File: src/rtl/cci_pkg.sv
package cci_pkg;

    // line buffer geometry
    localparam int LINE_MAX = 32;
    localparam int LEN_W    = $clog2(LINE_MAX + 1);
    localparam int ADDR_W   = $clog2(LINE_MAX);

    // reply templates
    localparam int TPL_MAX = 38;
    localparam int POS_W   = $clog2(TPL_MAX);

    // binary to BCD converter: 32-bit value into 11 digits
    localparam int VAL_W      = 32;
    localparam int BCD_DIGITS = 11;
    localparam int BCD_W      = 4 * BCD_DIGITS;
    localparam int CONV_STEPS = VAL_W;
    localparam int CNT_W      = $clog2(CONV_STEPS);

    // x/63 as (x*16645)>>20, exact for x below 16128
    localparam logic [14:0] AG_RECIP  = 15'd16645;
    // y/255 as (y*65794)>>24, exact for y below 16384
    localparam logic [16:0] SET_RECIP = 17'd65794;

    // result kinds
    localparam logic [1:0] KIND_BYTE = 2'd0;
    localparam logic [1:0] KIND_SET  = 2'd1;
    localparam logic [1:0] KIND_DROP = 2'd2;

    // set request targets
    localparam logic [1:0] SK_FREQ = 2'd0;
    localparam logic [1:0] SK_MODE = 2'd1;
    localparam logic [1:0] SK_VOL  = 2'd2;
    localparam logic [1:0] SK_MUTE = 2'd3;

    // characters
    localparam logic [7:0] CH_CR    = 8'h0D;
    localparam logic [7:0] CH_LF    = 8'h0A;
    localparam logic [7:0] CH_SEMI  = 8'h3B;
    localparam logic [7:0] CH_PLUS  = 8'h2B;
    localparam logic [7:0] CH_MINUS = 8'h2D;
    localparam logic [7:0] CH_0     = 8'h30;
    localparam logic [7:0] CH_1     = 8'h31;
    localparam logic [7:0] CH_2     = 8'h32;
    localparam logic [7:0] CH_3     = 8'h33;
    localparam logic [7:0] CH_4     = 8'h34;
    localparam logic [7:0] CH_5     = 8'h35;
    localparam logic [7:0] CH_9     = 8'h39;
    localparam logic [7:0] CH_A     = 8'h41;
    localparam logic [7:0] CH_Z     = 8'h5A;

    // template placeholders, never part of a reply
    localparam logic [7:0] PH_DIG0  = 8'h61;  // 'a': BCD digit 0 .. 'k': digit 10
    localparam logic [7:0] PH_DIG10 = 8'h6B;
    localparam logic [7:0] PH_C0    = 8'h23;  // '#': first command letter
    localparam logic [7:0] PH_C1    = 8'h24;  // '$': second command letter
    localparam logic [7:0] PH_A0    = 8'h25;  // '%': first argument char
    localparam logic [7:0] PH_MODE  = 8'h26;  // '&': mode digit
    localparam logic [7:0] PH_MUTE  = 8'h2A;  // '*': mute digit

    // command names
    localparam logic [15:0] CMD_ID = "ID";
    localparam logic [15:0] CMD_PS = "PS";
    localparam logic [15:0] CMD_AI = "AI";
    localparam logic [15:0] CMD_FA = "FA";
    localparam logic [15:0] CMD_FB = "FB";
    localparam logic [15:0] CMD_FR = "FR";
    localparam logic [15:0] CMD_FT = "FT";
    localparam logic [15:0] CMD_MD = "MD";
    localparam logic [15:0] CMD_SM = "SM";
    localparam logic [15:0] CMD_AG = "AG";
    localparam logic [15:0] CMD_SQ = "SQ";
    localparam logic [15:0] CMD_MU = "MU";
    localparam logic [15:0] CMD_IF = "IF";
    localparam logic [15:0] CMD_ZZ = "ZZ";
    localparam logic [15:0] CMD_RX = "RX";
    localparam logic [15:0] CMD_TX = "TX";

    typedef enum logic [3:0] {
        TPL_Q, TPL_ID, TPL_PS, TPL_SQ, TPL_N, TPL_O, TPL_AI, TPL_F11,
        TPL_FR, TPL_MD, TPL_SM, TPL_SMA, TPL_AG, TPL_AGA, TPL_MU, TPL_IF
    } t_tpl;

    typedef enum logic [2:0] {
        VS_NONE, VS_AIM, VS_FREQ, VS_VFO, VS_METER, VS_AGV
    } t_vsrc;

    typedef enum logic [1:0] {SS_ACC, SS_MODE, SS_AG, SS_MUTE} t_ssrc;

    typedef enum logic [1:0] {CLS_SKIP, CLS_SEMI, CLS_LEGAL, CLS_ILLEGAL} t_cls;

    typedef struct packed {
        logic       reply;
        t_tpl       tpl;
        t_vsrc      vsrc;
        logic       parse;
        logic       pstart3;
        logic       set;
        t_ssrc      ssrc;
        logic [1:0] set_kind;
        logic       vfo_parse;
        logic       drop;
        logic       aim_wr;
        logic       vfo_snap;
        logic       cw_wr;
    } t_plan;

    typedef struct packed {
        logic  snap_ld;
        logic  buf_wr;
        logic  drop_line;
        logic  disc_clr;
        logic  run_start;
        logic  aim_wr;
        logic  vfo_snap;
        logic  cw_wr;
        logic  parse_init;
        logic  parse_rd;
        logic  parse_acc;
        logic  calc;
        logic  conv_step;
        logic  pos_clr;
        logic  emit_tpl;
        logic  emit_one;
        t_plan plan;
    } t_dp_cmd;

    typedef struct packed {
        t_cls             cls;
        logic             discarding;
        logic             len_zero;
        logic             len_full;
        logic [7:0]       c0;
        logic [7:0]       c1;
        logic [7:0]       a0;
        logic [LEN_W-1:0] run_len;
        logic             vfo_zero;
        logic             rd_digit;
        logic             parse_end;
        logic             conv_last;
        logic             emit_last;
        logic             out_free;
    } t_dp_sts;

    function automatic logic [POS_W-1:0] tpl_len(t_tpl t);
        logic [POS_W-1:0] l;
        case (t)
            TPL_Q:   l = POS_W'(2);
            TPL_ID:  l = POS_W'(6);
            TPL_PS:  l = POS_W'(4);
            TPL_SQ:  l = POS_W'(7);
            TPL_N:   l = POS_W'(2);
            TPL_O:   l = POS_W'(2);
            TPL_AI:  l = POS_W'(4);
            TPL_F11: l = POS_W'(14);
            TPL_FR:  l = POS_W'(4);
            TPL_MD:  l = POS_W'(4);
            TPL_SM:  l = POS_W'(7);
            TPL_SMA: l = POS_W'(8);
            TPL_AG:  l = POS_W'(6);
            TPL_AGA: l = POS_W'(7);
            TPL_MU:  l = POS_W'(4);
            TPL_IF:  l = POS_W'(38);
            default: l = POS_W'(2);
        endcase
        return l;
    endfunction

    // right-aligned text, last character in the low byte
    function automatic logic [8*TPL_MAX-1:0] tpl_text(t_tpl t);
        logic [8*TPL_MAX-1:0] s;
        s = '0;
        case (t)
            TPL_Q:   s[15:0]  = "?;";
            TPL_ID:  s[47:0]  = "ID020;";
            TPL_PS:  s[31:0]  = "PS1;";
            TPL_SQ:  s[55:0]  = "SQ0000;";
            TPL_N:   s[15:0]  = "N;";
            TPL_O:   s[15:0]  = "O;";
            TPL_AI:  s[31:0]  = "#$a;";
            TPL_F11: s[111:0] = "#$kjihgfedcba;";
            TPL_FR:  s[31:0]  = "#$0;";
            TPL_MD:  s[31:0]  = "#$&;";
            TPL_SM:  s[55:0]  = "#$dcba;";
            TPL_SMA: s[63:0]  = "#$%dcba;";
            TPL_AG:  s[47:0]  = "#$cba;";
            TPL_AGA: s[55:0]  = "#$%cba;";
            TPL_MU:  s[31:0]  = "#$*;";
            TPL_IF:  s = "#$kjihgfedcba0000+00000000000&0000000;";
            default: s[15:0]  = "?;";
        endcase
        return s;
    endfunction

endpackage

File: src/rtl/cci_in_if.sv
interface cci_in_if;
    logic              valid;
    logic              ready;
    logic              cmd;
    logic [7:0]        rx_byte;
    logic [31:0]       freq_hz;
    logic [1:0]        radio_mode;
    logic [5:0]        volume;
    logic signed [7:0] rssi_dbuv;
    logic              muted;

    modport source (output valid, cmd, rx_byte, freq_hz, radio_mode, volume, rssi_dbuv,
                    muted, input ready);
    modport sink   (input valid, cmd, rx_byte, freq_hz, radio_mode, volume, rssi_dbuv,
                    muted, output ready);
endinterface

File: src/rtl/cci_out_if.sv
interface cci_out_if;
    logic        valid;
    logic        ready;
    logic [1:0]  kind;
    logic [7:0]  out_byte;
    logic [1:0]  set_kind;
    logic [31:0] set_value;
    logic        last;

    modport source (output valid, kind, out_byte, set_kind, set_value, last, input ready);
    modport sink   (input valid, kind, out_byte, set_kind, set_value, last, output ready);
endinterface

File: src/rtl/cci_ram.sv
module cci_ram #(
    parameter int WIDTH = 8,
    parameter int DEPTH = 32
) (
    input  logic                     i_clk,
    input  logic                     i_we,
    input  logic [$clog2(DEPTH)-1:0] i_waddr,
    input  logic [WIDTH-1:0]         i_wdata,
    input  logic [$clog2(DEPTH)-1:0] i_raddr,
    output logic [WIDTH-1:0]         o_rdata
);
    logic [WIDTH-1:0] r_mem [DEPTH];
    logic [WIDTH-1:0] r_rdata;

    always_ff @(posedge i_clk) begin
        if (i_we) begin
            r_mem[i_waddr] <= i_wdata;
        end
        r_rdata <= r_mem[i_raddr];
    end

    assign o_rdata = r_rdata;
endmodule

File: src/rtl/cci_ctrl.sv
module cci_ctrl (
    input  logic              i_clk,
    input  logic              i_rst_n,
    input  logic              i_in_valid,
    input  logic              i_in_cmd,
    output logic              o_in_ready,
    input  cci_pkg::t_dp_sts  i_sts,
    output cci_pkg::t_dp_cmd  o_cmd
);
    import cci_pkg::*;

    typedef enum logic [7:0] {
        S_IDLE = 8'b0000_0001,
        S_EXEC = 8'b0000_0010,
        S_PRD  = 8'b0000_0100,
        S_PACC = 8'b0000_1000,
        S_CALC = 8'b0001_0000,
        S_CONV = 8'b0010_0000,
        S_EMIT = 8'b0100_0000,
        S_ONE  = 8'b1000_0000
    } t_state;

    t_state           r_state, n_state;
    t_plan            r_plan, n_plan, dec;
    logic             accept;
    logic             has_arg;
    logic [LEN_W-1:0] alen;
    logic [15:0]      nm;

    // command decode from the first three characters and the line length
    always_comb begin
        dec     = '0;
        alen    = i_sts.run_len - LEN_W'(2);
        has_arg = (i_sts.run_len > LEN_W'(2));
        nm      = {i_sts.c0, i_sts.c1};
        if (i_sts.run_len < LEN_W'(2)) begin
            dec.reply = 1'b1;
            dec.tpl   = TPL_Q;
        end else begin
            case (nm)
                CMD_ID: begin
                    dec.reply = !has_arg;
                    dec.tpl   = TPL_ID;
                end
                CMD_PS: begin
                    dec.reply = !has_arg;
                    dec.tpl   = TPL_PS;
                end
                CMD_AI: begin
                    if (!has_arg) begin
                        dec.reply = 1'b1;
                        dec.tpl   = TPL_AI;
                        dec.vsrc  = VS_AIM;
                    end else begin
                        dec.aim_wr = (i_sts.a0 >= CH_0) && (i_sts.a0 <= CH_4);
                    end
                end
                CMD_FA: begin
                    if (!has_arg) begin
                        dec.reply = 1'b1;
                        dec.tpl   = TPL_F11;
                        dec.vsrc  = VS_FREQ;
                    end else if (alen == LEN_W'(11)) begin
                        dec.parse    = 1'b1;
                        dec.set      = 1'b1;
                        dec.ssrc     = SS_ACC;
                        dec.set_kind = SK_FREQ;
                    end
                end
                CMD_FB: begin
                    if (!has_arg) begin
                        dec.vfo_snap = i_sts.vfo_zero;
                        dec.reply    = 1'b1;
                        dec.tpl      = TPL_F11;
                        dec.vsrc     = VS_VFO;
                    end else if (alen == LEN_W'(11)) begin
                        dec.parse     = 1'b1;
                        dec.vfo_parse = 1'b1;
                    end
                end
                CMD_FR, CMD_FT: begin
                    dec.reply = !has_arg;
                    dec.tpl   = TPL_FR;
                end
                CMD_MD: begin
                    if (!has_arg) begin
                        dec.reply = 1'b1;
                        dec.tpl   = TPL_MD;
                    end else if ((i_sts.a0 >= CH_1) && (i_sts.a0 <= CH_5)) begin
                        dec.cw_wr    = 1'b1;
                        dec.set      = 1'b1;
                        dec.ssrc     = SS_MODE;
                        dec.set_kind = SK_MODE;
                    end
                end
                CMD_SM: begin
                    dec.reply = 1'b1;
                    dec.tpl   = has_arg ? TPL_SMA : TPL_SM;
                    dec.vsrc  = VS_METER;
                end
                CMD_AG: begin
                    if (alen <= LEN_W'(1)) begin
                        dec.reply = 1'b1;
                        dec.tpl   = has_arg ? TPL_AGA : TPL_AG;
                        dec.vsrc  = VS_AGV;
                    end else if ((alen == LEN_W'(3)) || (alen == LEN_W'(4))) begin
                        dec.parse    = 1'b1;
                        dec.pstart3  = (alen == LEN_W'(4));
                        dec.set      = 1'b1;
                        dec.ssrc     = SS_AG;
                        dec.set_kind = SK_VOL;
                    end
                end
                CMD_SQ: begin
                    dec.reply = (alen <= LEN_W'(1));
                    dec.tpl   = TPL_SQ;
                end
                CMD_MU: begin
                    if (!has_arg) begin
                        dec.reply = 1'b1;
                        dec.tpl   = TPL_MU;
                    end else if ((i_sts.a0 == CH_0) || (i_sts.a0 == CH_1)) begin
                        dec.set      = 1'b1;
                        dec.ssrc     = SS_MUTE;
                        dec.set_kind = SK_MUTE;
                    end
                end
                CMD_IF: begin
                    dec.reply = !has_arg;
                    dec.tpl   = TPL_IF;
                    dec.vsrc  = VS_FREQ;
                end
                CMD_ZZ: begin
                    dec.reply = 1'b1;
                    dec.tpl   = TPL_Q;
                end
                CMD_RX: begin
                    dec.reply = 1'b0;
                end
                CMD_TX: begin
                    dec.reply = 1'b1;
                    dec.tpl   = TPL_N;
                end
                default: begin
                    dec.reply = !has_arg;
                    dec.tpl   = TPL_Q;
                end
            endcase
        end
    end

    assign o_in_ready = (r_state == S_IDLE);
    assign accept     = i_in_valid && o_in_ready;

    always_comb begin
        n_state    = r_state;
        n_plan     = r_plan;
        o_cmd      = '0;
        o_cmd.plan = (r_state == S_EXEC) ? dec : r_plan;
        case (r_state)
            S_IDLE: begin
                if (accept) begin
                    if (i_in_cmd) begin
                        o_cmd.snap_ld = 1'b1;
                    end else begin
                        case (i_sts.cls)
                            CLS_SEMI: begin
                                if (i_sts.discarding) begin
                                    o_cmd.disc_clr = 1'b1;
                                end else if (!i_sts.len_zero) begin
                                    o_cmd.run_start = 1'b1;
                                    n_state         = S_EXEC;
                                end
                            end
                            CLS_LEGAL: begin
                                if (!i_sts.discarding) begin
                                    if (i_sts.len_full) begin
                                        o_cmd.drop_line = 1'b1;
                                        o_cmd.pos_clr   = 1'b1;
                                        n_plan          = '0;
                                        n_plan.reply    = 1'b1;
                                        n_plan.tpl      = TPL_O;
                                        n_state         = S_EMIT;
                                    end else begin
                                        o_cmd.buf_wr = 1'b1;
                                    end
                                end
                            end
                            CLS_ILLEGAL: begin
                                if (!i_sts.discarding) begin
                                    o_cmd.drop_line = 1'b1;
                                    n_plan          = '0;
                                    n_plan.drop     = 1'b1;
                                    n_state         = S_ONE;
                                end
                            end
                            default: begin
                            end
                        endcase
                    end
                end
            end
            S_EXEC: begin
                n_plan           = dec;
                o_cmd.aim_wr     = dec.aim_wr;
                o_cmd.vfo_snap   = dec.vfo_snap;
                o_cmd.cw_wr      = dec.cw_wr;
                o_cmd.pos_clr    = 1'b1;
                o_cmd.parse_init = 1'b1;
                if (dec.parse) begin
                    n_state = S_PRD;
                end else if (dec.set || (dec.reply && (dec.vsrc != VS_NONE))) begin
                    n_state = S_CALC;
                end else if (dec.reply) begin
                    n_state = S_EMIT;
                end else begin
                    n_state = S_IDLE;
                end
            end
            S_PRD: begin
                o_cmd.parse_rd = 1'b1;
                n_state        = S_PACC;
            end
            S_PACC: begin
                o_cmd.parse_acc = i_sts.rd_digit;
                n_state = (!i_sts.rd_digit || i_sts.parse_end) ? S_CALC : S_PRD;
            end
            S_CALC: begin
                o_cmd.calc = 1'b1;
                if (r_plan.reply) begin
                    n_state = S_CONV;
                end else if (r_plan.set) begin
                    n_state = S_ONE;
                end else begin
                    n_state = S_IDLE;
                end
            end
            S_CONV: begin
                o_cmd.conv_step = 1'b1;
                if (i_sts.conv_last) begin
                    n_state = S_EMIT;
                end
            end
            S_EMIT: begin
                if (i_sts.out_free) begin
                    o_cmd.emit_tpl = 1'b1;
                    if (i_sts.emit_last) begin
                        n_state = S_IDLE;
                    end
                end
            end
            S_ONE: begin
                if (i_sts.out_free) begin
                    o_cmd.emit_one = 1'b1;
                    n_state        = S_IDLE;
                end
            end
            default: begin
                n_state = S_IDLE;
            end
        endcase
    end

    always_ff @(posedge i_clk) begin
        if (!i_rst_n) begin
            r_state <= S_IDLE;
            r_plan  <= '0;
        end else begin
            r_state <= n_state;
            r_plan  <= n_plan;
        end
    end
endmodule

File: src/rtl/cci_dp.sv
module cci_dp (
    input  logic              i_clk,
    input  logic              i_rst_n,
    input  logic [7:0]        i_rx_byte,
    input  logic [31:0]       i_freq_hz,
    input  logic [1:0]        i_radio_mode,
    input  logic [5:0]        i_volume,
    input  logic signed [7:0] i_rssi_dbuv,
    input  logic              i_muted,
    input  cci_pkg::t_dp_cmd  i_cmd,
    output cci_pkg::t_dp_sts  o_sts,
    output logic              o_valid,
    input  logic              i_ready,
    output logic [1:0]        o_kind,
    output logic [7:0]        o_out_byte,
    output logic [1:0]        o_set_kind,
    output logic [31:0]       o_set_value,
    output logic              o_last
);
    import cci_pkg::*;

    // radio snapshot and command state
    logic [31:0]       r_snap_freq;
    logic [1:0]        r_snap_mode;
    logic [5:0]        r_snap_vol;
    logic signed [7:0] r_snap_rssi;
    logic              r_snap_muted;
    logic [31:0]       r_vfo;
    logic [2:0]        r_aim;
    logic              r_cw;

    // line assembly
    logic [LEN_W-1:0]  r_len;
    logic              r_disc;
    logic [7:0]        r_c0, r_c1, r_a0;
    logic [LEN_W-1:0]  r_run_len;

    // argument parser
    logic [LEN_W-1:0]  r_ptr;
    logic [31:0]       r_acc;
    logic [7:0]        rd_data;

    // converter and emitter
    logic [VAL_W-1:0]  r_bin;
    logic [BCD_W-1:0]  r_bcd;
    logic [CNT_W-1:0]  r_cnt;
    logic [POS_W-1:0]  r_pos;
    logic [31:0]       r_setv;

    // output register
    logic              r_ovalid;
    logic [1:0]        r_kind;
    logic [7:0]        r_byte;
    logic [1:0]        r_skind;
    logic [31:0]       r_sval;
    logic              r_last;

    t_cls              cls;
    logic              out_free;
    logic [35:0]       acc10;
    logic [31:0]       acc_nxt;
    logic signed [9:0] mt;
    logic [5:0]        meter;
    logic [13:0]       ag_x;
    logic [28:0]       ag_p;
    logic [7:0]        sv8;
    logic [13:0]       sv_y;
    logic [30:0]       sv_p;
    logic [31:0]       bin_ld;
    logic [31:0]       setv_ld;
    logic [BCD_W-1:0]  bcd_adj;
    logic [POS_W-1:0]  t_len;
    logic [POS_W-1:0]  bidx;
    logic [8*TPL_MAX-1:0] text;
    logic [7:0]        sym;
    logic [3:0]        dig;
    logic [3:0]        bcd_d;
    logic [7:0]        mode_ch;
    logic [7:0]        emit_byte;

    cci_ram #(.WIDTH(8), .DEPTH(LINE_MAX)) u_line (
        .i_clk   (i_clk),
        .i_we    (i_cmd.buf_wr),
        .i_waddr (r_len[ADDR_W-1:0]),
        .i_wdata (i_rx_byte),
        .i_raddr (r_ptr[ADDR_W-1:0]),
        .o_rdata (rd_data)
    );

    always_comb begin
        if ((i_rx_byte == CH_CR) || (i_rx_byte == CH_LF)) begin
            cls = CLS_SKIP;
        end else if (i_rx_byte == CH_SEMI) begin
            cls = CLS_SEMI;
        end else if (((i_rx_byte >= CH_A) && (i_rx_byte <= CH_Z)) ||
                     ((i_rx_byte >= CH_0) && (i_rx_byte <= CH_9)) ||
                     (i_rx_byte == CH_PLUS) || (i_rx_byte == CH_MINUS)) begin
            cls = CLS_LEGAL;
        end else begin
            cls = CLS_ILLEGAL;
        end
    end

    // decimal accumulate with saturation at 2^32-1
    always_comb begin
        acc10   = {1'b0, r_acc, 3'b000} + {3'b000, r_acc, 1'b0} + {32'd0, rd_data[3:0]};
        acc_nxt = (acc10[35:32] != 4'd0) ? 32'hFFFF_FFFF : acc10[31:0];
    end

    // value into the converter and value of a set request
    always_comb begin
        mt    = {{2{r_snap_rssi[7]}}, r_snap_rssi} + 10'sd20;
        if (mt <= 10'sd0) begin
            meter = 6'd0;
        end else if (mt[7:2] > 6'd30) begin
            meter = 6'd30;
        end else begin
            meter = mt[7:2];
        end
        ag_x  = {r_snap_vol, 8'd0} - {8'd0, r_snap_vol} + 14'd31;
        ag_p  = ag_x * AG_RECIP;
        sv8   = (r_acc > 32'd255) ? 8'hFF : r_acc[7:0];
        sv_y  = {sv8, 6'd0} - {6'd0, sv8} + 14'd127;
        sv_p  = sv_y * SET_RECIP;

        case (i_cmd.plan.vsrc)
            VS_AIM:   bin_ld = {29'd0, r_aim};
            VS_FREQ:  bin_ld = r_snap_freq;
            VS_VFO:   bin_ld = r_vfo;
            VS_METER: bin_ld = {26'd0, meter};
            VS_AGV:   bin_ld = {24'd0, ag_p[27:20]};
            default:  bin_ld = 32'd0;
        endcase

        case (i_cmd.plan.ssrc)
            SS_ACC: setv_ld = r_acc;
            SS_MODE: begin
                case (r_a0)
                    CH_1:       setv_ld = 32'd1;
                    CH_2, CH_3: setv_ld = 32'd2;
                    CH_4:       setv_ld = 32'd0;
                    default:    setv_ld = 32'd3;
                endcase
            end
            SS_AG:   setv_ld = {26'd0, sv_p[29:24]};
            default: setv_ld = {31'd0, r_a0[0]};
        endcase
    end

    // double dabble: add 3 to every digit of five or more, then shift
    always_comb begin
        for (int i = 0; i < BCD_DIGITS; i++) begin
            bcd_adj[4*i +: 4] = (r_bcd[4*i +: 4] >= 4'd5) ? r_bcd[4*i +: 4] + 4'd3
                                                          : r_bcd[4*i +: 4];
        end
    end

    // template symbol at the current position
    always_comb begin
        t_len = tpl_len(i_cmd.plan.tpl);
        text  = tpl_text(i_cmd.plan.tpl);
        bidx  = t_len - POS_W'(1) - r_pos;
        sym   = text[{bidx, 3'b000} +: 8];
        dig   = 4'(sym - PH_DIG0);
        bcd_d = r_bcd[{dig, 2'b00} +: 4];
        case (r_snap_mode)
            2'd1:    mode_ch = CH_1;
            2'd2:    mode_ch = r_cw ? CH_3 : CH_2;
            2'd0:    mode_ch = CH_4;
            default: mode_ch = CH_5;
        endcase
        if ((sym >= PH_DIG0) && (sym <= PH_DIG10)) begin
            emit_byte = CH_0 + {4'd0, bcd_d};
        end else begin
            case (sym)
                PH_C0:   emit_byte = r_c0;
                PH_C1:   emit_byte = r_c1;
                PH_A0:   emit_byte = r_a0;
                PH_MODE: emit_byte = mode_ch;
                PH_MUTE: emit_byte = r_snap_muted ? CH_1 : CH_0;
                default: emit_byte = sym;
            endcase
        end
    end

    assign out_free = !r_ovalid || i_ready;

    always_comb begin
        o_sts.cls        = cls;
        o_sts.discarding = r_disc;
        o_sts.len_zero   = (r_len == LEN_W'(0));
        o_sts.len_full   = (r_len >= LEN_W'(LINE_MAX));
        o_sts.c0         = r_c0;
        o_sts.c1         = r_c1;
        o_sts.a0         = r_a0;
        o_sts.run_len    = r_run_len;
        o_sts.vfo_zero   = (r_vfo == 32'd0);
        o_sts.rd_digit   = (rd_data >= CH_0) && (rd_data <= CH_9);
        o_sts.parse_end  = (r_ptr == r_run_len);
        o_sts.conv_last  = (r_cnt == CNT_W'(CONV_STEPS - 1));
        o_sts.emit_last  = (r_pos == t_len - POS_W'(1));
        o_sts.out_free   = out_free;
    end

    // control state
    always_ff @(posedge i_clk) begin
        if (!i_rst_n) begin
            r_snap_freq  <= '0;
            r_snap_mode  <= '0;
            r_snap_vol   <= '0;
            r_snap_rssi  <= '0;
            r_snap_muted <= 1'b0;
            r_vfo        <= '0;
            r_aim        <= '0;
            r_cw         <= 1'b0;
            r_len        <= '0;
            r_disc       <= 1'b0;
            r_ovalid     <= 1'b0;
        end else begin
            if (i_cmd.snap_ld) begin
                r_snap_freq  <= i_freq_hz;
                r_snap_mode  <= i_radio_mode;
                r_snap_vol   <= i_volume;
                r_snap_rssi  <= i_rssi_dbuv;
                r_snap_muted <= i_muted;
            end
            if (i_cmd.aim_wr) begin
                r_aim <= r_a0[2:0];
            end
            if (i_cmd.cw_wr) begin
                r_cw <= (r_a0 == CH_3);
            end
            if (i_cmd.vfo_snap) begin
                r_vfo <= r_snap_freq;
            end else if (i_cmd.calc && i_cmd.plan.vfo_parse) begin
                r_vfo <= r_acc;
            end
            if (i_cmd.buf_wr) begin
                r_len <= r_len + LEN_W'(1);
            end else if (i_cmd.drop_line || i_cmd.disc_clr || i_cmd.run_start) begin
                r_len <= '0;
            end
            if (i_cmd.drop_line) begin
                r_disc <= 1'b1;
            end else if (i_cmd.disc_clr) begin
                r_disc <= 1'b0;
            end
            if (i_cmd.emit_tpl || i_cmd.emit_one) begin
                r_ovalid <= 1'b1;
            end else if (i_ready) begin
                r_ovalid <= 1'b0;
            end
        end
    end

    // payload
    always_ff @(posedge i_clk) begin
        if (i_cmd.buf_wr) begin
            if (r_len == LEN_W'(0)) r_c0 <= i_rx_byte;
            if (r_len == LEN_W'(1)) r_c1 <= i_rx_byte;
            if (r_len == LEN_W'(2)) r_a0 <= i_rx_byte;
        end
        if (i_cmd.run_start) begin
            r_run_len <= r_len;
        end
        if (i_cmd.parse_init) begin
            r_ptr <= i_cmd.plan.pstart3 ? LEN_W'(3) : LEN_W'(2);
            r_acc <= '0;
        end else begin
            if (i_cmd.parse_rd) begin
                r_ptr <= r_ptr + LEN_W'(1);
            end
            if (i_cmd.parse_acc) begin
                r_acc <= acc_nxt;
            end
        end
        if (i_cmd.calc) begin
            r_bin  <= bin_ld;
            r_bcd  <= '0;
            r_cnt  <= '0;
            r_setv <= setv_ld;
        end else if (i_cmd.conv_step) begin
            r_bcd <= {bcd_adj[BCD_W-2:0], r_bin[VAL_W-1]};
            r_bin <= {r_bin[VAL_W-2:0], 1'b0};
            r_cnt <= r_cnt + CNT_W'(1);
        end
        if (i_cmd.pos_clr) begin
            r_pos <= '0;
        end else if (i_cmd.emit_tpl) begin
            r_pos <= r_pos + POS_W'(1);
        end
        if (i_cmd.emit_tpl) begin
            r_kind  <= KIND_BYTE;
            r_byte  <= emit_byte;
            r_skind <= 2'd0;
            r_sval  <= 32'd0;
            r_last  <= (r_pos == t_len - POS_W'(1));
        end else if (i_cmd.emit_one) begin
            r_kind  <= i_cmd.plan.drop ? KIND_DROP : KIND_SET;
            r_byte  <= 8'd0;
            r_skind <= i_cmd.plan.drop ? 2'd0 : i_cmd.plan.set_kind;
            r_sval  <= i_cmd.plan.drop ? 32'd0 : r_setv;
            r_last  <= 1'b1;
        end
    end

    assign o_valid     = r_ovalid;
    assign o_kind      = r_kind;
    assign o_out_byte  = r_byte;
    assign o_set_kind  = r_skind;
    assign o_set_value = r_sval;
    assign o_last      = r_last;
endmodule

File: src/rtl/cat_command_interpreter.sv
// Channel  Dir  Payload                                          Handshake
// i_in     in   cmd, rx_byte, freq_hz, radio_mode, volume,       valid/ready
//               rssi_dbuv, muted
// o_out    out  kind, out_byte, set_kind, set_value, last        valid/ready
//
// A status update, a buffered byte or an ignored byte is taken while idle.
// A ';' runs the line: a decode state, then a read and an accumulate state per
// argument digit read back from the line RAM, a calc state when a number or set
// value is needed, binary to BCD conversion when the reply carries a number, and
// the reply bytes one after another while o_out is not stalled (up to 38 for IF).
// Reset (i_rst_n low, synchronous) empties the line, ends discard and zeroes
// the radio snapshot, VFO B, auto-info mode and CW flag. No clearing pass.
// A stalled o_out holds the emitter; the result register lets the next
// request in once the last result of a line is loaded.
module cat_command_interpreter (
    input logic      i_clk,
    input logic      i_rst_n,
    cci_in_if.sink   i_in,
    cci_out_if.source o_out
);
    import cci_pkg::*;

    t_dp_cmd w_cmd;
    t_dp_sts w_sts;
    logic    w_in_ready;

    // sequencer: byte handling, command decode, parse / convert / emit steps
    cci_ctrl u_ctrl (
        .i_clk      (i_clk),
        .i_rst_n    (i_rst_n),
        .i_in_valid (i_in.valid),
        .i_in_cmd   (i_in.cmd),
        .o_in_ready (w_in_ready),
        .i_sts      (w_sts),
        .o_cmd      (w_cmd)
    );

    // line RAM, snapshot, parser, BCD converter and result register
    cci_dp u_dp (
        .i_clk        (i_clk),
        .i_rst_n      (i_rst_n),
        .i_rx_byte    (i_in.rx_byte),
        .i_freq_hz    (i_in.freq_hz),
        .i_radio_mode (i_in.radio_mode),
        .i_volume     (i_in.volume),
        .i_rssi_dbuv  (i_in.rssi_dbuv),
        .i_muted      (i_in.muted),
        .i_cmd        (w_cmd),
        .o_sts        (w_sts),
        .o_valid      (o_out.valid),
        .i_ready      (o_out.ready),
        .o_kind       (o_out.kind),
        .o_out_byte   (o_out.out_byte),
        .o_set_kind   (o_out.set_kind),
        .o_set_value  (o_out.set_value),
        .o_last       (o_out.last)
    );

    assign i_in.ready = w_in_ready;

    // no request is taken while a result is being loaded
    a_no_accept_on_emit: assert property (@(posedge i_clk) disable iff (!i_rst_n)
        (w_cmd.emit_tpl || w_cmd.emit_one) |-> !w_in_ready)
        else $error("request accepted while emitting");

    // the line buffer is never written past its end
    a_no_overfill: assert property (@(posedge i_clk) disable iff (!i_rst_n)
        w_cmd.buf_wr |-> !w_sts.len_full)
        else $error("line buffer overfilled");

    // set requests and drops are single results
    a_single_last: assert property (@(posedge i_clk) disable iff (!i_rst_n)
        (o_out.valid && (o_out.kind != KIND_BYTE)) |-> o_out.last)
        else $error("set or drop without last");

    // a run of a line starts only from a non-empty buffer
    a_run_nonempty: assert property (@(posedge i_clk) disable iff (!i_rst_n)
        w_cmd.run_start |=> (w_sts.run_len != '0))
        else $error("empty line run");
endmodule

File: src/flat_wrapper.sv
// flat-port wrapper written by rule: the top's interface ports become plain ports
module cat_command_interpreter_flat import cci_pkg::*;
  (i_clk, i_rst_n, i_in_valid, i_in_cmd, i_in_rx_byte, i_in_freq_hz, i_in_radio_mode, i_in_volume, i_in_rssi_dbuv, i_in_muted, i_in_ready, o_out_valid, o_out_kind, o_out_out_byte, o_out_set_kind, o_out_set_value, o_out_last, o_out_ready);
  cci_in_if i_in_i ();
  cci_out_if o_out_i ();
  input logic i_clk;
  input logic i_rst_n;
  input wire logic [$bits(i_in_i.valid)-1:0] i_in_valid;
  input wire logic [$bits(i_in_i.cmd)-1:0] i_in_cmd;
  input wire logic [$bits(i_in_i.rx_byte)-1:0] i_in_rx_byte;
  input wire logic [$bits(i_in_i.freq_hz)-1:0] i_in_freq_hz;
  input wire logic [$bits(i_in_i.radio_mode)-1:0] i_in_radio_mode;
  input wire logic [$bits(i_in_i.volume)-1:0] i_in_volume;
  input wire logic [$bits(i_in_i.rssi_dbuv)-1:0] i_in_rssi_dbuv;
  input wire logic [$bits(i_in_i.muted)-1:0] i_in_muted;
  output wire logic [$bits(i_in_i.ready)-1:0] i_in_ready;
  output wire logic [$bits(o_out_i.valid)-1:0] o_out_valid;
  output wire logic [$bits(o_out_i.kind)-1:0] o_out_kind;
  output wire logic [$bits(o_out_i.out_byte)-1:0] o_out_out_byte;
  output wire logic [$bits(o_out_i.set_kind)-1:0] o_out_set_kind;
  output wire logic [$bits(o_out_i.set_value)-1:0] o_out_set_value;
  output wire logic [$bits(o_out_i.last)-1:0] o_out_last;
  input wire logic [$bits(o_out_i.ready)-1:0] o_out_ready;
  assign i_in_i.valid = i_in_valid;
  assign i_in_i.cmd = i_in_cmd;
  assign i_in_i.rx_byte = i_in_rx_byte;
  assign i_in_i.freq_hz = i_in_freq_hz;
  assign i_in_i.radio_mode = i_in_radio_mode;
  assign i_in_i.volume = i_in_volume;
  assign i_in_i.rssi_dbuv = i_in_rssi_dbuv;
  assign i_in_i.muted = i_in_muted;
  assign i_in_ready = i_in_i.ready;
  assign o_out_valid = o_out_i.valid;
  assign o_out_kind = o_out_i.kind;
  assign o_out_out_byte = o_out_i.out_byte;
  assign o_out_set_kind = o_out_i.set_kind;
  assign o_out_set_value = o_out_i.set_value;
  assign o_out_last = o_out_i.last;
  assign o_out_i.ready = o_out_ready;
  cat_command_interpreter u_core (.i_clk(i_clk), .i_rst_n(i_rst_n), .i_in(i_in_i), .o_out(o_out_i));
endmodule
File: config.mk
export PLATFORM = sky130hd
export DESIGN_NAME = cat_command_interpreter_flat
export DESIGN_NICKNAME = d
export VERILOG_FILES = /design/src/rtl/cci_pkg.sv /design/src/rtl/cci_in_if.sv /design/src/rtl/cci_out_if.sv /design/src/rtl/cci_ram.sv /design/src/rtl/cci_ctrl.sv /design/src/rtl/cci_dp.sv /design/src/rtl/cat_command_interpreter.sv /design/src/flat_wrapper.sv
export SDC_FILE = /design/constraint.sdc
export NUM_CORES = 1
export LEC_CHECK = 0
export BUFFER_PORTS_ARGS = -buffer_cell sky130_fd_sc_hd__buf_2
export CAP_MARGIN = 10
export CORE_MARGIN = 3
export CORE_UTILIZATION = 63
export DETAILED_ROUTE_END_ITERATION = 12
export GPL_TIMING_DRIVEN = 0
export PLACE_DENSITY = 0.81
export SLEW_MARGIN = 20
export SYNTH_ARGS = -nofsm -noshare
export SYNTH_HDL_FRONTEND = slang
export SYNTH_HIERARCHICAL = 1
export SYNTH_SLANG_ARGS = --single-unit
File: constraint.sdc
create_clock -name i_clk -period 8.9 [get_ports i_clk]
set_input_delay 1.78 -clock i_clk [delete_from_list [all_inputs] [get_ports i_clk]]
set_output_delay 1.78 -clock i_clk [all_outputs]
set_load 0.01 [all_outputs]
==> results of run 1 <==
## critical path, delay by kind of cell (launching register included)
kind	cells	cell delay (ns)
AOI/OAI and AO/OA	9	2.41
buffers and inverters	9	1.80
xor gates and xnor gates	1	0.18
and+or+nand+nor	9	2.24
adders and majority gates	3	1.05
muxes	1	0.15
DFF	1	0.44
## worst min-delay path by stage
| stage | from | to | depth (start not counted) | slack (ns) |
|---|---|---|---|---|
| 3_5_place_dp | u_core/u_dp/u_line/o_rdata[0]$_DFF_P_ | u_core/u_dp/r_acc[0]$_SDFFE_PP0P_ | 2 | 0.43 |
| 6_report | u_core/u_ctrl/r_plan[3]$_SDFFE_PN0P_ | u_core/u_ctrl/r_plan[3]$_SDFFE_PN0P_ | 2 | 0.45 |
| 2_1_floorplan | u_core/u_dp/u_line/o_rdata[0]$_DFF_P_ | u_core/u_dp/r_acc[0]$_SDFFE_PP0P_ | 2 | 0.42 |
| 4_1_cts | u_core/u_ctrl/r_plan[3]$_SDFFE_PN0P_ | u_core/u_ctrl/r_plan[3]$_SDFFE_PN0P_ | 2 | 0.45 |
| 5_1_grt | u_core/u_dp/r_setv[27]$_DFFE_PP_ | u_core/u_dp/o_set_value[27]$_SDFFE_PP0P_ | 1 | 0.47 |
| 3_3_place_gp | u_core/u_dp/u_line/o_rdata[0]$_DFF_P_ | u_core/u_dp/r_acc[0]$_SDFFE_PP0P_ | 2 | 0.43 |
## power breakdown
group	switching (mW)	internal (mW)
Combinational	0.276	0.188
Clock	1.14	1.51
Sequential	0.0403	3.03
Total	1.45	4.73
## state kept, by name (all words and copies together) (netlist names), 8 cells and up
name                        flops
u_core/u_dp/r_snap_rssi         8
u_core/u_dp/r_c1                8
u_core/u_dp/o_out_byte          8
u_core/u_dp/r_setv             32
u_core/u_dp/r_snap_freq        32
u_core/u_dp/o_set_value        32
u_core/u_dp/r_c0                8
u_core/u_dp/u_line/r_mem      256
u_core/u_dp/u_line/o_rdata      8
u_core/u_ctrl/r_state           8
u_core/u_dp/r_a0                8
u_core/u_dp/r_bin              32
u_core/u_dp/r_acc              32
u_core/u_dp/r_bcd              44
u_core/u_dp/r_vfo              32
u_core/u_ctrl/r_plan           14
## through the flow
stage / power [mW] / cell area [um2] / hold WS [ns] / setup TNS [ns] / utilization
2_1_floorplan: 3.41 / 33500 / 0.416 / 0 / -
3_3_place_gp: 3.56 / 34800 / 0.426 / -2.72 / 0.671
3_5_place_dp: 3.58 / 34900 / 0.432 / -2.73 / 0.671
4_1_cts: 6.20 / 37000 / 0.454 / 0 / 0.713
5_1_grt: 6.37 / 37100 / 0.473 / 0 / 0.715
6_report: 6.18 / 37100 / 0.452 / 0 / 0.715
## routing by layer
layer	global-route usage	vias to the layer above	wire length, um
li1	-	11700	-
met3	0.0550	242	8240
met4	0.121	4	3400
met1	0.435	12700	36200
met2	0.523	1398	43500
met5	0	-	28
## area by class of cell
class | instances | area, um2 | share of cell area
diodes | 1 | 2.50 | 0.0000674
plain buffers | 155 | 702 | 0.0189
clock buffers | 80 | 1670 | 0.0450
clock inverters | 33 | 402 | 0.0108
inverters | 122 | 465 | 0.0125
multi-input cells | 2108 | 16600 | 0.447
flip-flops and latches | 611 | 15900 | 0.428
well taps | 680 | 851 | 0.0229
repair buffers | 111 | 563 | 0.0152
## repair_timing
action	CTS	global route
hold buffers	0	0
hold endpoints to repair	0	0
setup endpoints to repair	7	8
buffers inserted	0	3
resized for setup	19	27
pin swaps	0	2
==> metrics.cfg, run 1 <==
[sta]
hold_viol = 0
fin_ws_ns = 0.375
finalMaxSlewViolations = 0
worstMarginPinSlew_ns = 1.01
relSlewSlack = 0.324
period_share = 0.958
rsz0062_at_grt = no
fmax_ghz = 0.117
finClkSkew_ns = 0.0640
finalCriticalPeriod_ns = 8.52
finalSetupViolCount = 0

[clock_network]
numCtsBuffers = 60
cts_sinks = 611
clockRootBuffer = clkbuf_16
cts.path.max_buffers = 3
h-tree-depth = 2
cts_tree = yes
clk_latency_ns = 0.66
path_clk_slew_ns = 0.07

[worst_setup_path]
cp.required_ns = 9.33
cp_max_fo = 12
rr_endpoint = u_core/u_dp/o_out_byte[0]$_SDFFCE_PN0P_
r2r_start = u_core/u_dp/r_c1[1]$_DFFE_PP_
crit_start = u_core/u_dp/r_c1[1]$_DFFE_PP_
cp_slowest_cell = or4_1
r2r_slack_ns = 0.38
crit_path_max_incr_delay_ns = 0.51
cp-endpoint = u_core/u_dp/o_out_byte[0]$_SDFFCE_PN0P_
path_class = register to register
crit_top_cell = buf_2
startpoint_type = register
cp-end-kind = register
cp.arrival_ns = 8.96
reg2regPathDepth = 32

[finish]
layout_commonest_cell = edfxtp_1
final_cells = 3901
finalNetCount = 3485
drive_gt1_frac = 0.137
final_cell_mix = edfxtp_1, nor2_1, dfxtp_1, ha_1, nand2_1
area_growth_pct = 11.0
fillCellCount = 3593

[place]
dp_cells = 3787
pre_cts_ws_ns = -0.725
port_buffers = 108
dp_hpwl_mm = 64.6
gp_congestion = 0.939

[floorplan]
io_pins = 109
core-area_um2 = 51900
die_h_um = 236
dieArea_um2 = 55900
die_w_um = 236
initial_core_util = 0.644
fp-row-count = 83

[run]
max_cap_violations = 0

[drt]
antenna_left = 0
firstDrtPassIters = 6
drc_errors = 0
wirelength_mm = 91.4
drtIter0Drc = 2978
route.vias.total = 26000
vias_per_cell = 6.67
drt-wirelength-per-cell_um = 23.4

[power]
ir_drop_mv = 0.171
p_leak_nw = 13.9
power_density_nw_per_um2 = 166

[global_routing]
grt_max_degree = 42
grt_pass1_wl_mm = 143
grt_pass1_vias = 25400
antenna_found_initial = 3
gr-total-overflow = 0
grt_usage = 0.322

[logic_synthesis]
syn_area_um2 = 33500
avgSynthCellArea_um2 = 11.2
synth_cells = 2999
ys_warn_count = 6
synth_nets = 3315

[hold_path]
worstHoldPathType = register to register

[outcome]
status = finished, final reports clean

Note: power is estimated with default switching activity, not from simulation.
==> inputs of run 2 (changes only) <==
--- a/config.mk
+++ b/config.mk
@@ -7,6 +7,7 @@
 export LEC_CHECK = 0
 export BUFFER_PORTS_ARGS = -buffer_cell sky130_fd_sc_hd__buf_2
 export CAP_MARGIN = 10
+export CORE_ASPECT_RATIO = 1.25
 export CORE_MARGIN = 3
 export CORE_UTILIZATION = 63
 export DETAILED_ROUTE_END_ITERATION = 12
==> metrics.cfg, run 2 (synthesis gave the netlist of run 1 again) <==
[drt]
drc_errors = 0  ; unchanged
vias_per_cell = 6.60  ; -1.1%
wirelength_mm = 91.2  ; -0.17%
drtIter0Drc = 2712  ; -8.9%
firstDrtPassIters = 6  ; unchanged
route.vias.total = 25700  ; -1.4%
drt-wirelength-per-cell_um = 23.5  ; +0.14%
antenna_left = 0  ; unchanged

[floorplan]
initial_core_util = 0.643  ; -0.00110
io_pins = 109  ; unchanged
core-area_um2 = 52000  ; +0.17%
dieArea_um2 = 55900  ; about the same
fp-row-count = 93  ; +12%
die_w_um = 212  ; -10%
die_h_um = 264  ; +12%

[sta]
rsz0062_at_grt = no
period_share = 0.954  ; -0.00334
worstMarginPinSlew_ns = 1.12  ; +0.104 ns
finalCriticalPeriod_ns = 8.49  ; -0.0298 ns
finalMaxSlewViolations = 0  ; unchanged
finalSetupViolCount = 0  ; unchanged
finClkSkew_ns = 0.0535  ; -0.0105 ns
hold_viol = 0  ; unchanged
fmax_ghz = 0.118  ; +0.35%
relSlewSlack = 0.254  ; -0.0707
fin_ws_ns = 0.405  ; +0.0298 ns

[finish]
drive_gt1_frac = 0.134  ; -0.00311
finalNetCount = 3486  ; +0.029%
largest_reg_flops = 256  ; unchanged
largest-register = u_core/u_dp/u_line/r_mem
final_area_um2 = 37000  ; -0.46%
final_cell_mix = edfxtp_1, nor2_1, dfxtp_1, ha_1, nand2_1
area_growth_pct = 10.5
final_util = 0.711  ; -0.00452
top_regs = u_core/u_dp/u_line/r_mem: 256 flops, u_core/u_dp/r_bcd: 44 flops
layout_commonest_cell = edfxtp_1

[worst_setup_path]
crit_top_cell = buf_2
cp.arrival_ns = 8.86  ; -0.10 ns
crit_path_max_incr_delay_ns = 0.51  ; about the same
cp_max_fo = 10  ; -2
critical_path_buf_inv_count = 6  ; -3
cp-end-kind = register
startpoint_type = register
path_class = register to register
cp_slowest_cell = edfxtp_1
crit_family = simple AND/OR/NAND/NOR gates
cp.required_ns = 9.27  ; -0.06 ns

[place]
gp_congestion = 0.963  ; +2.6%
place_area_um2 = 34800  ; about the same
pre_cts_ws_ns = -0.549  ; +0.176 ns
dp_hpwl_mm = 65.6  ; +1.5%
port_buffers = 108  ; unchanged

[clock_network]
cts.path.max_buffers = 3  ; unchanged
hold_buffers = 0  ; unchanged
cts_tree = yes
h-tree-depth = 2  ; unchanged
clk_latency_ns = 0.66  ; about the same
numCtsBuffers = 59  ; -1.7%
path_clk_slew_ns = 0.07  ; about the same
clockRootBuffer = clkbuf_16
cts_sinks = 611  ; unchanged

[global_routing]
grt_pass1_wl_mm = 142  ; -0.18%
grt_max_degree = 42  ; unchanged
antenna_found_initial = 0  ; -3
grt_pass1_vias = 25700  ; +1.3%
grt_usage = 0.323  ; +0.00139
gr-total-overflow = 0  ; unchanged

[power]
power_density_nw_per_um2 = 164  ; -1.5%
p_leak_nw = 13.8  ; -0.55%
ir_drop_mv = 0.218  ; +27%

[run]
max_cap_violations = 0  ; unchanged

[hold_path]
worstHoldPathType = register to register

[outcome]
status = finished, final reports clean

run 2: stage by stage:
stage	hold WS, ns	std cells	total power [mW]	setup TNS [ns]
global placement	0.435	3772	3.57	-2.37
detailed placement	0.438	3772	3.59	-2.13
floorplan	0.416	2999	3.41	0
global route	0.447	3885	6.26	0
CTS	0.430	3882	6.09	0
finish	0.427	3889	6.06	0
run 2: report_power, final:
| group | switching [mW] | total, mW | internal, mW | leakage [nW] |
|---|---|---|---|---|
| Sequential | 0.0421 | 3.07 | 3.03 | 5.22 |
| Combinational | 0.274 | 0.462 | 0.188 | 7.63 |
| Clock | 1.11 | 2.52 | 1.41 | 0.956 |
| Total | 1.43 | 6.06 | 4.63 | 13.8 |
run 2: per-layer routing:
| metal | track usage | share of wire |
|---|---|---|
| met1 | 0.412 | 0.39 |
| met2 | 0.548 | 0.49 |
| met3 | 0.0409 | 0.069 |
| met4 | 0.150 | 0.049 |
| met5 | 0 | 0 |
run 2: layout make-up:
class / count / area, um2
sequential: 611 / 15900
tap: 665 / 832
multi-input combinational: 2108 / 16500
clock inverter: 29 / 315
buffer: 157 / 711
clock buffer: 82 / 1670
timing repair buffer: 111 / 563
inverter: 122 / 459
fill: 3639 / 15000
antenna: 4 / 10.0
run 2: final timing paths:
| path | start | to | slack [ns] | cells after the start |
|---|---|---|---|---|
| max | u_core/u_dp/r_c1[7]$_DFFE_PP_ | u_core/u_dp/o_out_byte[1]$_SDFFCE_PN0P_ | 0.41 | 30 |
| min | u_core/u_dp/r_setv[2]$_DFFE_PP_ | u_core/u_dp/o_set_value[2]$_SDFFE_PP0P_ | 0.43 | 1 |
| max reg2reg | u_core/u_dp/r_c1[7]$_DFFE_PP_ | u_core/u_dp/o_out_byte[1]$_SDFFCE_PN0P_ | 0.41 | 30 |
| min reg2reg | u_core/u_dp/r_setv[2]$_DFFE_PP_ | u_core/u_dp/o_set_value[2]$_SDFFE_PP0P_ | 0.43 | 1 |
run 2: repair_timing:
action	in CTS	in global routing
gates resized for setup	13	17
setup endpoints to repair	5	6
buffers inserted	0	3
pin swaps	0	0
